<file path="config.mk">
export PLATFORM = sky130hd
export DESIGN_NAME = keypad_code_lock
export DESIGN_NICKNAME = d
export VERILOG_FILES = /design/src/kcl_pkg.sv /design/src/kcl_regs.sv /design/src/keypad_code_lock.sv
export SDC_FILE = /design/constraint.sdc
export NUM_CORES = 1
export LEC_CHECK = 0
export BUFFER_PORTS_ARGS = -buffer_cell sky130_fd_sc_hd__buf_2
export CAP_MARGIN = 20
export CORE_ASPECT_RATIO = 0.8
export CORE_MARGIN = 4
export CORE_UTILIZATION = 45
export CTS_CLUSTER_DIAMETER = 30
export CTS_CLUSTER_SIZE = 28
export DETAILED_ROUTE_END_ITERATION = 16
export GPL_ROUTABILITY_DRIVEN = 1
export HOLD_SLACK_MARGIN = 0.05
export SYNTH_ARGS = -nofsm -noshare
export SYNTH_HDL_FRONTEND = slang
export SYNTH_SLANG_ARGS = --single-unit
</file>
<file path="constraint.sdc">
create_clock -name clk -period 7.2 [get_ports clk]
set_clock_uncertainty 0.2 [all_clocks]
set_input_delay 0.72 -clock clk [delete_from_list [all_inputs] [get_ports clk]]
set_output_delay 0.72 -clock clk [all_outputs]
set_load 0.02 [all_outputs]
</file>
<file path="src/kcl_pkg.sv">
// ---------------------------------------------------------------------------
// kcl_pkg
// Types and constants shared by the keypad code lock files.
// ---------------------------------------------------------------------------
package kcl_pkg;

  // register file layout
  localparam int unsigned REG_ADDR_W = 5;
  localparam int unsigned REG_DATA_W = 32;

  typedef enum logic [2:0] {
    REG_CODE_WORD     = 3'd0,
    REG_MAX_WRONG     = 3'd1,
    REG_BEEP_TICKS    = 3'd2,
    REG_ALARM_TICKS   = 3'd3,
    REG_LOCKOUT_TICKS = 3'd4
  } reg_idx_t;

  // register reset values
  localparam logic [31:0] CODE_WORD_RST     = 32'h3132_3334;
  localparam logic [3:0]  MAX_WRONG_RST     = 4'd3;
  localparam logic [15:0] BEEP_TICKS_RST    = 16'd250;
  localparam logic [15:0] ALARM_TICKS_RST   = 16'd2000;
  localparam logic [15:0] LOCKOUT_TICKS_RST = 16'd10000;

  typedef struct packed {
    logic [31:0] code_word;
    logic [3:0]  max_wrong;
    logic [15:0] beep_ticks;
    logic [15:0] alarm_ticks;
    logic [15:0] lockout_ticks;
  } cfg_t;

  // request kind on the input stream
  typedef enum logic {
    OP_SAMPLE = 1'b0,
    OP_TICK   = 1'b1
  } op_t;

  typedef enum logic [1:0] {
    VERDICT_NONE    = 2'd0,
    VERDICT_CORRECT = 2'd1,
    VERDICT_WRONG   = 2'd2,
    VERDICT_LOCKOUT = 2'd3
  } verdict_t;

  // fixed 4x4 keypad layout, position is row*4+col
  function automatic logic [7:0] key_ascii(input logic [3:0] pos);
    logic [7:0] c;
    unique case (pos)
      4'd0:  c = "1";
      4'd1:  c = "2";
      4'd2:  c = "3";
      4'd3:  c = "A";
      4'd4:  c = "4";
      4'd5:  c = "5";
      4'd6:  c = "6";
      4'd7:  c = "B";
      4'd8:  c = "7";
      4'd9:  c = "8";
      4'd10: c = "9";
      4'd11: c = "C";
      4'd12: c = "*";
      4'd13: c = "0";
      4'd14: c = "#";
      4'd15: c = "D";
      default: c = 8'd0;
    endcase
    return c;
  endfunction

endpackage

</file>
<file path="src/kcl_regs.sv">
// ---------------------------------------------------------------------------
// kcl_regs
// APB-style configuration registers of the keypad code lock.
// ---------------------------------------------------------------------------
module kcl_regs
  import kcl_pkg::*;
(
  input  logic                  clk,
  input  logic                  rst,
  input  logic                  psel,
  input  logic                  penable,
  input  logic                  pwrite,
  input  logic [REG_ADDR_W-1:0] paddr,
  input  logic [REG_DATA_W-1:0] pwdata,
  output logic [REG_DATA_W-1:0] prdata,
  output logic                  pready,
  output cfg_t                  cfg
);

  reg_idx_t idx;
  logic     wr_en;

  assign pready = 1'b1;
  assign idx    = reg_idx_t'(paddr[4:2]);
  assign wr_en  = psel && penable && pwrite && pready;

  always_ff @(posedge clk) begin
    if (rst) begin
      cfg.code_word     <= CODE_WORD_RST;
      cfg.max_wrong     <= MAX_WRONG_RST;
      cfg.beep_ticks    <= BEEP_TICKS_RST;
      cfg.alarm_ticks   <= ALARM_TICKS_RST;
      cfg.lockout_ticks <= LOCKOUT_TICKS_RST;
    end else if (wr_en) begin
      unique case (idx)
        REG_CODE_WORD:     cfg.code_word     <= pwdata;
        REG_MAX_WRONG:     cfg.max_wrong     <= pwdata[3:0];
        REG_BEEP_TICKS:    cfg.beep_ticks    <= pwdata[15:0];
        REG_ALARM_TICKS:   cfg.alarm_ticks   <= pwdata[15:0];
        REG_LOCKOUT_TICKS: cfg.lockout_ticks <= pwdata[15:0];
        default: ;
      endcase
    end
  end

  always_comb begin
    unique case (idx)
      REG_CODE_WORD:     prdata = cfg.code_word;
      REG_MAX_WRONG:     prdata = {28'd0, cfg.max_wrong};
      REG_BEEP_TICKS:    prdata = {16'd0, cfg.beep_ticks};
      REG_ALARM_TICKS:   prdata = {16'd0, cfg.alarm_ticks};
      REG_LOCKOUT_TICKS: prdata = {16'd0, cfg.lockout_ticks};
      default:           prdata = '0;
    endcase
  end

endmodule

</file>
<file path="src/keypad_code_lock.sv">
// output: the result of an accepted request is registered on m_tdata in the next cycle
// throughput: one request per cycle while results are taken, set by the single output
// register that holds the result while the downstream side stalls
// reset: synchronous, active high; clears key memory, entry and wrong
// counts, all timers and the output valid; registers return to defaults
// ---------------------------------------------------------------------------
// keypad_code_lock
// Keypad code lock: key edge detect, code entry and compare, wrong count,
// beep, alarm and lockout timers driven by tick requests.
// ---------------------------------------------------------------------------
module keypad_code_lock
  import kcl_pkg::*;
#(
  parameter int CODE_LENGTH = 4
) (
  input  logic                  clk,
  input  logic                  rst,
  // input stream
  input  logic                  s_tvalid,
  output logic                  s_tready,
  input  logic [7:0]            s_tdata,   // row[1:0], col[3:2], pressed[4], zero[7:5]
  input  logic                  s_tuser,   // operation[0]
  // result stream
  output logic                  m_tvalid,
  input  logic                  m_tready,
  output logic [15:0]           m_tdata,   // key_valid[0], key_char[8:1], verdict[10:9],
                                           // alert[11], buzzer_on[12], locked[13], zero[15:14]
  // configuration port
  input  logic                  psel,
  input  logic                  penable,
  input  logic                  pwrite,
  input  logic [REG_ADDR_W-1:0] paddr,
  input  logic [REG_DATA_W-1:0] pwdata,
  output logic [REG_DATA_W-1:0] prdata,
  output logic                  pready
);

  // entry counter only needs to reach CODE_LENGTH-1 before wrapping to zero
  localparam int CNT_W = (CODE_LENGTH > 1) ? $clog2(CODE_LENGTH) : 1;

  cfg_t cfg;

  kcl_regs u_regs (
    .clk     (clk),
    .rst     (rst),
    .psel    (psel),
    .penable (penable),
    .pwrite  (pwrite),
    .paddr   (paddr),
    .pwdata  (pwdata),
    .prdata  (prdata),
    .pready  (pready),
    .cfg     (cfg)
  );

  // lock state
  logic [15:0]      key_was_pressed;
  logic [7:0]       entry_buf [CODE_LENGTH];
  logic [CNT_W-1:0] entry_count;
  logic [3:0]       wrong_count;
  logic [15:0]      beep_remaining;
  logic [15:0]      alarm_remaining;
  logic [15:0]      lock_remaining;

  logic [CNT_W-1:0] entry_count_next;
  logic [3:0]       wrong_count_next;
  logic [15:0]      beep_remaining_next;
  logic [15:0]      alarm_remaining_next;
  logic [15:0]      lock_remaining_next;

  // request fields
  logic       in_fire;
  op_t        op;
  logic [1:0] row;
  logic [1:0] col;
  logic       pressed;
  logic [3:0] pos;

  assign op      = op_t'(s_tuser);
  assign row     = s_tdata[1:0];
  assign col     = s_tdata[3:2];
  assign pressed = s_tdata[4];
  assign pos     = {row, col};

  // accept whenever the result register is empty or being drained
  assign s_tready = !m_tvalid || m_tready;
  assign in_fire  = s_tvalid && s_tready;

  logic       is_locked;
  logic       sample_live;
  logic       key_hit;
  logic [7:0] key_char;
  logic       entry_full;
  logic [3:0] wrong_inc;

  assign is_locked   = (alarm_remaining != 16'd0) || (lock_remaining != 16'd0);
  assign sample_live = (op == OP_SAMPLE) && !is_locked;
  // new press: position reads pressed and its stored level was released
  assign key_hit     = sample_live && pressed && !key_was_pressed[pos];
  assign key_char    = key_ascii(pos);
  assign entry_full  = (entry_count == CNT_W'(CODE_LENGTH - 1));
  assign wrong_inc   = wrong_count + 4'd1;

  // expected code bytes, first key in the highest used byte of code_word
  logic [7:0]             want [CODE_LENGTH];
  logic [CODE_LENGTH-1:0] byte_ok;

  for (genvar gi = 0; gi < CODE_LENGTH; gi++) begin : g_cmp
    localparam int SH = 8 * (CODE_LENGTH - 1 - gi);
    if (SH < 32) begin : g_in
      assign want[gi] = cfg.code_word[SH +: 8];
    end else begin : g_zero
      assign want[gi] = 8'd0;
    end
    // the last key is still on its way in, so compare it straight from the map
    if (gi == CODE_LENGTH - 1) begin : g_last
      assign byte_ok[gi] = (key_char == want[gi]);
    end else begin : g_buf
      assign byte_ok[gi] = (entry_buf[gi] == want[gi]);
    end
  end

  logic     entry_match;
  verdict_t verdict;
  logic     alert;

  assign entry_match = &byte_ok;

  always_comb begin
    entry_count_next     = entry_count;
    wrong_count_next     = wrong_count;
    beep_remaining_next  = beep_remaining;
    alarm_remaining_next = alarm_remaining;
    lock_remaining_next  = lock_remaining;
    verdict              = VERDICT_NONE;
    alert                = 1'b0;

    if (op == OP_TICK) begin
      if (beep_remaining != 16'd0) begin
        beep_remaining_next = beep_remaining - 16'd1;
      end
      // silent lockout only runs down once the alarm is over
      if (alarm_remaining != 16'd0) begin
        alarm_remaining_next = alarm_remaining - 16'd1;
      end else if (lock_remaining != 16'd0) begin
        lock_remaining_next = lock_remaining - 16'd1;
      end
    end else if (key_hit) begin
      beep_remaining_next = cfg.beep_ticks;
      if (entry_full) begin
        entry_count_next = '0;
        if (entry_match) begin
          verdict = VERDICT_CORRECT;
        end else if (wrong_inc >= cfg.max_wrong) begin
          verdict              = VERDICT_LOCKOUT;
          alert                = 1'b1;
          wrong_count_next     = 4'd0;
          alarm_remaining_next = cfg.alarm_ticks;
          lock_remaining_next  = cfg.lockout_ticks;
        end else begin
          verdict          = VERDICT_WRONG;
          wrong_count_next = wrong_inc;
        end
      end else begin
        entry_count_next = entry_count + CNT_W'(1);
      end
    end
  end

  // state update on every accepted request
  always_ff @(posedge clk) begin
    if (rst) begin
      key_was_pressed <= '0;
      entry_count     <= '0;
      wrong_count     <= '0;
      beep_remaining  <= '0;
      alarm_remaining <= '0;
      lock_remaining  <= '0;
    end else if (in_fire) begin
      // edge memory is frozen while locked
      if (sample_live) begin
        key_was_pressed[pos] <= pressed;
      end
      entry_count     <= entry_count_next;
      wrong_count     <= wrong_count_next;
      beep_remaining  <= beep_remaining_next;
      alarm_remaining <= alarm_remaining_next;
      lock_remaining  <= lock_remaining_next;
    end
  end

  // entry buffer, no reset: each slot is written before it is compared
  always_ff @(posedge clk) begin
    if (in_fire && key_hit) begin
      entry_buf[entry_count] <= key_char;
    end
  end

  // result register
  logic [15:0] result;

  always_comb begin
    result        = '0;
    result[0]     = key_hit;
    result[8:1]   = key_hit ? key_char : 8'd0;
    result[10:9]  = verdict;
    result[11]    = alert;
    result[12]    = (beep_remaining_next != 16'd0) || (alarm_remaining_next != 16'd0);
    result[13]    = (alarm_remaining_next != 16'd0) || (lock_remaining_next != 16'd0);
  end

  always_ff @(posedge clk) begin
    if (rst) begin
      m_tvalid <= 1'b0;
    end else if (in_fire) begin
      m_tvalid <= 1'b1;
    end else if (m_tready) begin
      m_tvalid <= 1'b0;
    end
  end

  always_ff @(posedge clk) begin
    if (in_fire) begin
      m_tdata <= result;
    end
  end

endmodule

</file>
After elaboration in Yosys (flattened, before gate mapping)

Memories as Yosys holds them, arrays and structs flattened.
Cells that the tools add are included.

Add/sub/neg operators: 5
$lt $le $gt $ge: 3
Equal/unequal tests: 9
Multiplexer cells: 31
Bitwise operators: 4
Reductions and logical operators: 34

Operators by type and width:

| operator                | count |
|---|---|
| $mux W16                | 16 |
| $pmux W32 S5            | 1 |
| $reduce_bool A16 Y1     | 6 |
| $sub A16 B1 Y16 const B | 3 |
| $eq A8 B8 Y1            | 4 |
| $bwmux W16              | 1 |
| $reduce_and A2 Y1       | 6 |
| $mux W1                 | 9 |
| $logic_and A1 B1 Y1     | 8 |
| $eq A3 B2 Y1 const B    | 2 |
| $lt A4 B5 Y1 const B    | 1 |
| $reduce_and A5 Y1       | 1 |
| $add A4 B1 Y4 const B   | 1 |
| $bmux W1 S4             | 1 |
| $demux W1 S4            | 1 |
| $ge A4 B1 Y1 const B    | 1 |
| $ge A4 B4 Y1            | 1 |
| $logic_or A1 B1 Y1      | 4 |
| $mux W4                 | 1 |
| $not A1 Y1              | 4 |
| $reduce_and A4 Y1       | 1 |
| $reduce_or A4 Y1        | 1 |
| $eq A3 B1 Y1 const B    | 1 |
| $eq A3 B3 Y1 const B    | 1 |
| other kinds (8)         | 10 |

Register bits after elaboration: 169
Bits in writable memories: 32
Bits in read-only memories: 112
Input bits: 53
Output and inout bits: 51
Word-level logic and storage cells: 104
Memories kept: 2

Memory list:

| name             | words | bits a word | rd ports | clocked after Yosys merged registers in | write ports | RTL line               | text |
|---|---|---|---|---|---|---|---|
| (name not given) | 16    | 7           | 1        | 0                                       | 0           | kcl_pkg.sv:50          | `unique case (pos)` |
| entry_buf        | 4     | 8           | 3        | 0                                       | 1           | keypad_code_lock.sv:58 | `logic [7:0] entry_buf [CODE_LENGTH];` |

Longest topological paths before layout

Word-level depth: 10
Mapped depth: 15
Mapped depth without buffers: 12

Hierarchy

From an unflattened synthesis, not the netlist that was laid out.

Cell total of the unflattened synthesis: 1279
Area, all modules: 10729.0 um^2

By module, submodules not included:

| module           | times used | cells each | area an instance (um^2) | sequential area each (um^2) |
|---|---|---|---|---|
| keypad_code_lock | 1          | 861        | 6760.2                  | 2442.3 |
| kcl_regs         | 1          | 418        | 3968.8                  | 1681.6 |

Worst setup path after synthesis

OpenSTA, ideal clock, no wires.

Kind: input to register
Start: in s_tdata[3]
End: reg m_tdata[12], data pin
Library setup time: 0.274 ns
Arrival: 3.692 ns
Data required time: 6.726 ns
Path slack: 3.034 ns
Cell stages on the path: 15
Path buffers: 3
Cells stage by stage: clkbuf_1 -> inv_1 -> ha_1 -> mux2i_4 -> o22ai_4 -> xor2_1 -> or4_1 -> buf_2 -> o311ai_4 -> inv_2 -> buf_2 -> or2_1 -> o211a_1 -> nor3_2 -> nand4_1

Cells in the longest elaborated chain, start to end: 9
Elaborated cells between the ends (all ways): 16
Those cells by class: eq/ne: 1; mux: 8; reduce/logical: 6; memory: 1

RTL lines:

| what                  | RTL line                | text |
|---|---|---|
| start, declared       | keypad_code_lock.sv:21  | `input logic [7:0] s_tdata,` |
| $mem_v2 Z16 W7        | -                       |  |
| named net key_char[2] | keypad_code_lock.sv:92  | `logic [7:0] key_char;` |
| $eq A8 B8 Y1          | keypad_code_lock.sv:117 | `assign byte_ok[gi] = (key_char == want[gi]);` |
| $reduce_and A4 Y1     | keypad_code_lock.sv:127 | `assign entry_match = &byte_ok;` |
| $mux W16              | keypad_code_lock.sv:152 | `if (entry_match) begin` |
| $mux W16              | keypad_code_lock.sv:150 | `if (entry_full) begin` |
| $mux W16              | keypad_code_lock.sv:148 | `end else if (key_hit) begin` |
| $mux W16              | keypad_code_lock.sv:138 | `if (op == OP_TICK) begin` |
| $reduce_bool A16 Y1   | keypad_code_lock.sv:208 | `result[12] = (beep_remaining_next != 16'd0) \|\| (alarm_remaining_next != 16'd0);` |
| $logic_or A1 B1 Y1    | keypad_code_lock.sv:208 |  |
| named net result[12]  | keypad_code_lock.sv:200 | `logic [15:0] result;` |
| end signal, assigned  | keypad_code_lock.sv:224 | `m_tdata <= result;` |
| end, declared         | keypad_code_lock.sv:26  | `output logic [15:0] m_tdata,` |

The timed path passes the listed nets, and every way through them passes these cells. The select of a mux whose other input is x is not followed.
A chain may end at the register's enable or synchronous reset.

Final worst setup path

Start: in s_tdata[2]
End: reg m_tdata[12], data pin

The elaborated chain is that of the path after synthesis.

==> metrics.md <==
| Metric | Value |
|---|---|
| Post-route ant nets | 0 |
| Post-synthesis register bit count | 189 |
| Pin count of the biggest net entering global routing | 99 |
| Global-route wire length before repair | 49.54 mm |
| Clock root buffer | clkbuf_16 |
| Final GP Congestion | 0.8724 |
| Cell Chain, Critical Path | buf_2 > ha_1 > mux2i_4 > o22ai_4 > xor2_1 > or4_1 > o311ai_4 > inv_2 > or3_1 > a22oi_1 > nor4b_2 > nand4_1 |
| Count of final setup violators | 0 |
| Clock buffer count from CTS | 17 |
| R2r setup slk | 2.62 ns |
| CP Launch Type | input pin |
| CTS Hold Buffers Added | 0 |
| Adder-Cell Fraction of Synth Area | 2.536% |
| DRT iter0 DRCs | 787 |
| Total track usage | 24.86% |
| Synth warnings | 0 |
| Initial antenna violation count | 1 |
| Final Hold Viols | 0 |
| Mapped Avg Cell Area | 8.044 sq um |
| Crit path max fanout | 18 |
| Distinct cells, synth | 72 |
| VDD IR max | 0.1794 mV |
| Synth-to-Final Area Change | 11.27% |
| Die area | 25530 sq um |
| Finished Layout Cells | 1643 |
| XOR/XNOR share of the synthesized area | 3.128% |
| CTS resizes | 0 |
| Crit Path Class | input pin to flop |
| Mux share of post-synthesis cell area | 3.043% |
| Compound-Gate Fraction of Synth Area | 18.50% |
| Post-Synthesis Cells | 1288 |
| Seq/Total Area, Yosys | 39.80% |
| Die Wd | 177.7 um |
| Max-cap viol count | 0 |
| IO Pins | 104 |
| Final number of max-transition violations | 0 |
| Post-Route WL | 31.96 mm |
| Status | completed |
| Core area | 22560 sq um |
| Ys async rst share | 0% |
| Main flop type after synthesis | dfxtp_1 |
| PortBufs | 94 |
| Wire per inst | 19.45 um |
| Netlist Area Pre-Place | 10360 sq um |
| Actual slew at the worst max-slew pin | 1.132 ns |
| Largest family of logic cells by synthesized area | simple AND/OR/NAND/NOR gates |
| GRT overflow | 0 |
| RSZ-0062 raised after global routing | false |
| Worst-Skew Late Latency | 0.44 ns |
| # rows | 49 |
| Setup crit end kind | flop |
| Vias per inst | 5.906 |
| Initial Util | 45.92% |
| Simple-Gate Fraction of Synth Area | 27.91% |
| CTS tree | built |
| WP data arrival | 5.09 ns |
| H-tree levels | 4 |
| Residual DRC | 0 |
| Lkg Pwr | 0.004420 uW |
| Worst path slowest cell | o311ai_4 |
| Vias in the first global route | 8675 |
| Final min period | 5.141 ns |
| Clk sinks | 189 |
| Final net count | 1397 |
| WP buf/inv | 2 |
| Hold crit path type | flop to flop |
| Setup Buffers After CTS | 0 |
| Crit path max-delay family | simple AND/OR/NAND/NOR gates |
| Die height | 143.7 um |
| Period utilization | 71.40% |
| Setup TNS | 0 ns |
| Hpwl dp | 22.93 mm |
| Crit path required time | 7.14 ns |
| Via count | 9703 |
| Clk slew on worst S/H paths | 0.07 ns |
| Layout cell share with drive strength beyond 1 | 12.57% |
| Router iterations before antenna repair | 5 |
| Fmax | 194.5 MHz |
| Placed instance count | 1609 |
| CP peak stage delay | 0.88 ns |
| Slew HR | 23.35% |
| Hold WS | 0.2741 ns |
| Cell Pwr Density | 275.8 nW/um^2 |
| Post-synth EDFFs | 34 |
| Bufs on Longest Clock Path | 2 |
-- final cells by class --
class | count | area (sq um)
Antenna cell | 1 | 2.502
Tap cell | 306 | 382.9
Clock buffer | 19 | 457.9
Multi-Input combinational cell | 973 | 5739
Clock inverter | 13 | 127.6
Inverter | 39 | 146.4
Sequential cell | 189 | 4124
Timing Repair Buffer | 103 | 548.0
Fill cell | 2257 | 11030
-- kinds of logic after synthesis --
logic type | after synthesis
buffers and inverters | 128
XOR/XNOR | 37
AND/OR/NAND/NOR | 590
flip-flops | 189
AO/OA/AOI/OAI | 294
multiplexers | 27
adder cells (fa/ha/maj) | 21
other | 2
-- Yosys cell counts (7+ instances only) --
cell       number  area, sq um
edfxtp_1       34         1021
nor4_1         20        125.1
and3_1         11        68.82
a22o_1         12        105.1
nand3b_1       31        232.7
nand4_1        19        118.9
a211oi_1       18        135.1
a21oi_1       122        610.6
nor2b_1         7        43.79
buf_2           9        45.04
nand3_1        29        145.1
o2bb2ai_1       7        61.31
o22ai_1        19        118.9
xnor2_1        16        140.1
or3_1          18        112.6
nand2_1       240        900.9
ha_1           21        262.8
a21o_1          8        60.06
nor3_1         44        220.2
inv_1          38        142.6
a22oi_1        12        90.09
buf_4           7        52.55
clkbuf_1       70        262.8
a221o_1        12        120.1
nor2_1         96        360.4
mux2i_1        18        180.2
o21ai_0        37        185.2
and2_1         31        193.9
dfxtp_1       155         3103
xor2_1         21        183.9
or4_1           8        60.06
-- worst paths after layout --
check / startpoint / end / cells past startpoint
min: u_regs.cfg[11]$_SDFFE_PP0P_ / u_regs.cfg[11]$_SDFFE_PP0P_ / 2
max: s_tdata[2] / m_tdata[12]$_DFFE_PP_ / 12
min reg2reg: u_regs.cfg[11]$_SDFFE_PP0P_ / u_regs.cfg[11]$_SDFFE_PP0P_ / 2
max reg2reg: u_regs.cfg[67]$_SDFFE_PP0P_ / m_tdata[12]$_DFFE_PP_ / 10
-- power breakdown --
group / internal (uW) / total [uW] / switching (uW)
registers: 1140 / 1220 / 79.6
clock network: 510 / 964 / 454
logic: 371 / 996 / 626
-- routing by layer --
layer  routed length [um]  part of all wire (%)  global-route usage, %
met1                15110                    47                  37.32
met2                13450                    42                  36.15
met3                 2918                   9.1                  5.681
met4                  473                   1.5                  6.103
met5                    8                 0.025                      0
-- cells in the final DEF, fill, tap and decap left out, types with 19 or more instances in the layout --
| master | synthesis | routed |
|---|---|---|
| nand2_1 | 240 | 239 |
| dfxtp_1 | 155 | 155 |
| a21oi_1 | 122 | 122 |
| nor2_1 | 96 | 96 |
| buf_2 | 9 | 93 |
| nor3_1 | 44 | 43 |
| inv_1 | 38 | 37 |
| o21ai_0 | 37 | 37 |
| edfxtp_1 | 34 | 34 |
| and2_1 | 31 | 31 |
| nand3b_1 | 31 | 31 |
| nand3_1 | 29 | 29 |
| xor2_1 | 21 | 21 |
| ha_1 | 21 | 21 |
| o22ai_1 | 19 | 19 |
| nor4_1 | 20 | 19 |
| nand4_1 | 19 | 19 |
-- state kept, by name, indices dropped and copies added, names as in the netlist --
name and flops:
entry_count 2, entry_buf 21, beep_remaining 16, wrong_count 4, m_tdata 13, lock_remaining 16
key_was_pressed 16, u_regs.cfg 84, m_tvalid 1, alarm_remaining 16
-- worst min-delay path, cell delays in order (launching register included) --
cell and delay, ns:
dfxtp_1 0.32, nand2_1 0.05, a21oi_1 0.05
-- per-stage QoR --
step	util, %	setup WS, ns	cell area (sq um)	total power [uW]
after global routing	51.09	1.902	11530	3345
after detailed placement	48.43	1.770	10930	2209
final	51.10	2.059	11530	3179
after global placement	48.43	1.743	10930	2205
after CTS	51.02	2.204	11510	3164
after floorplan	-	3.034	10370	1951
No activity file was read; power rests on OpenSTA's default activity.
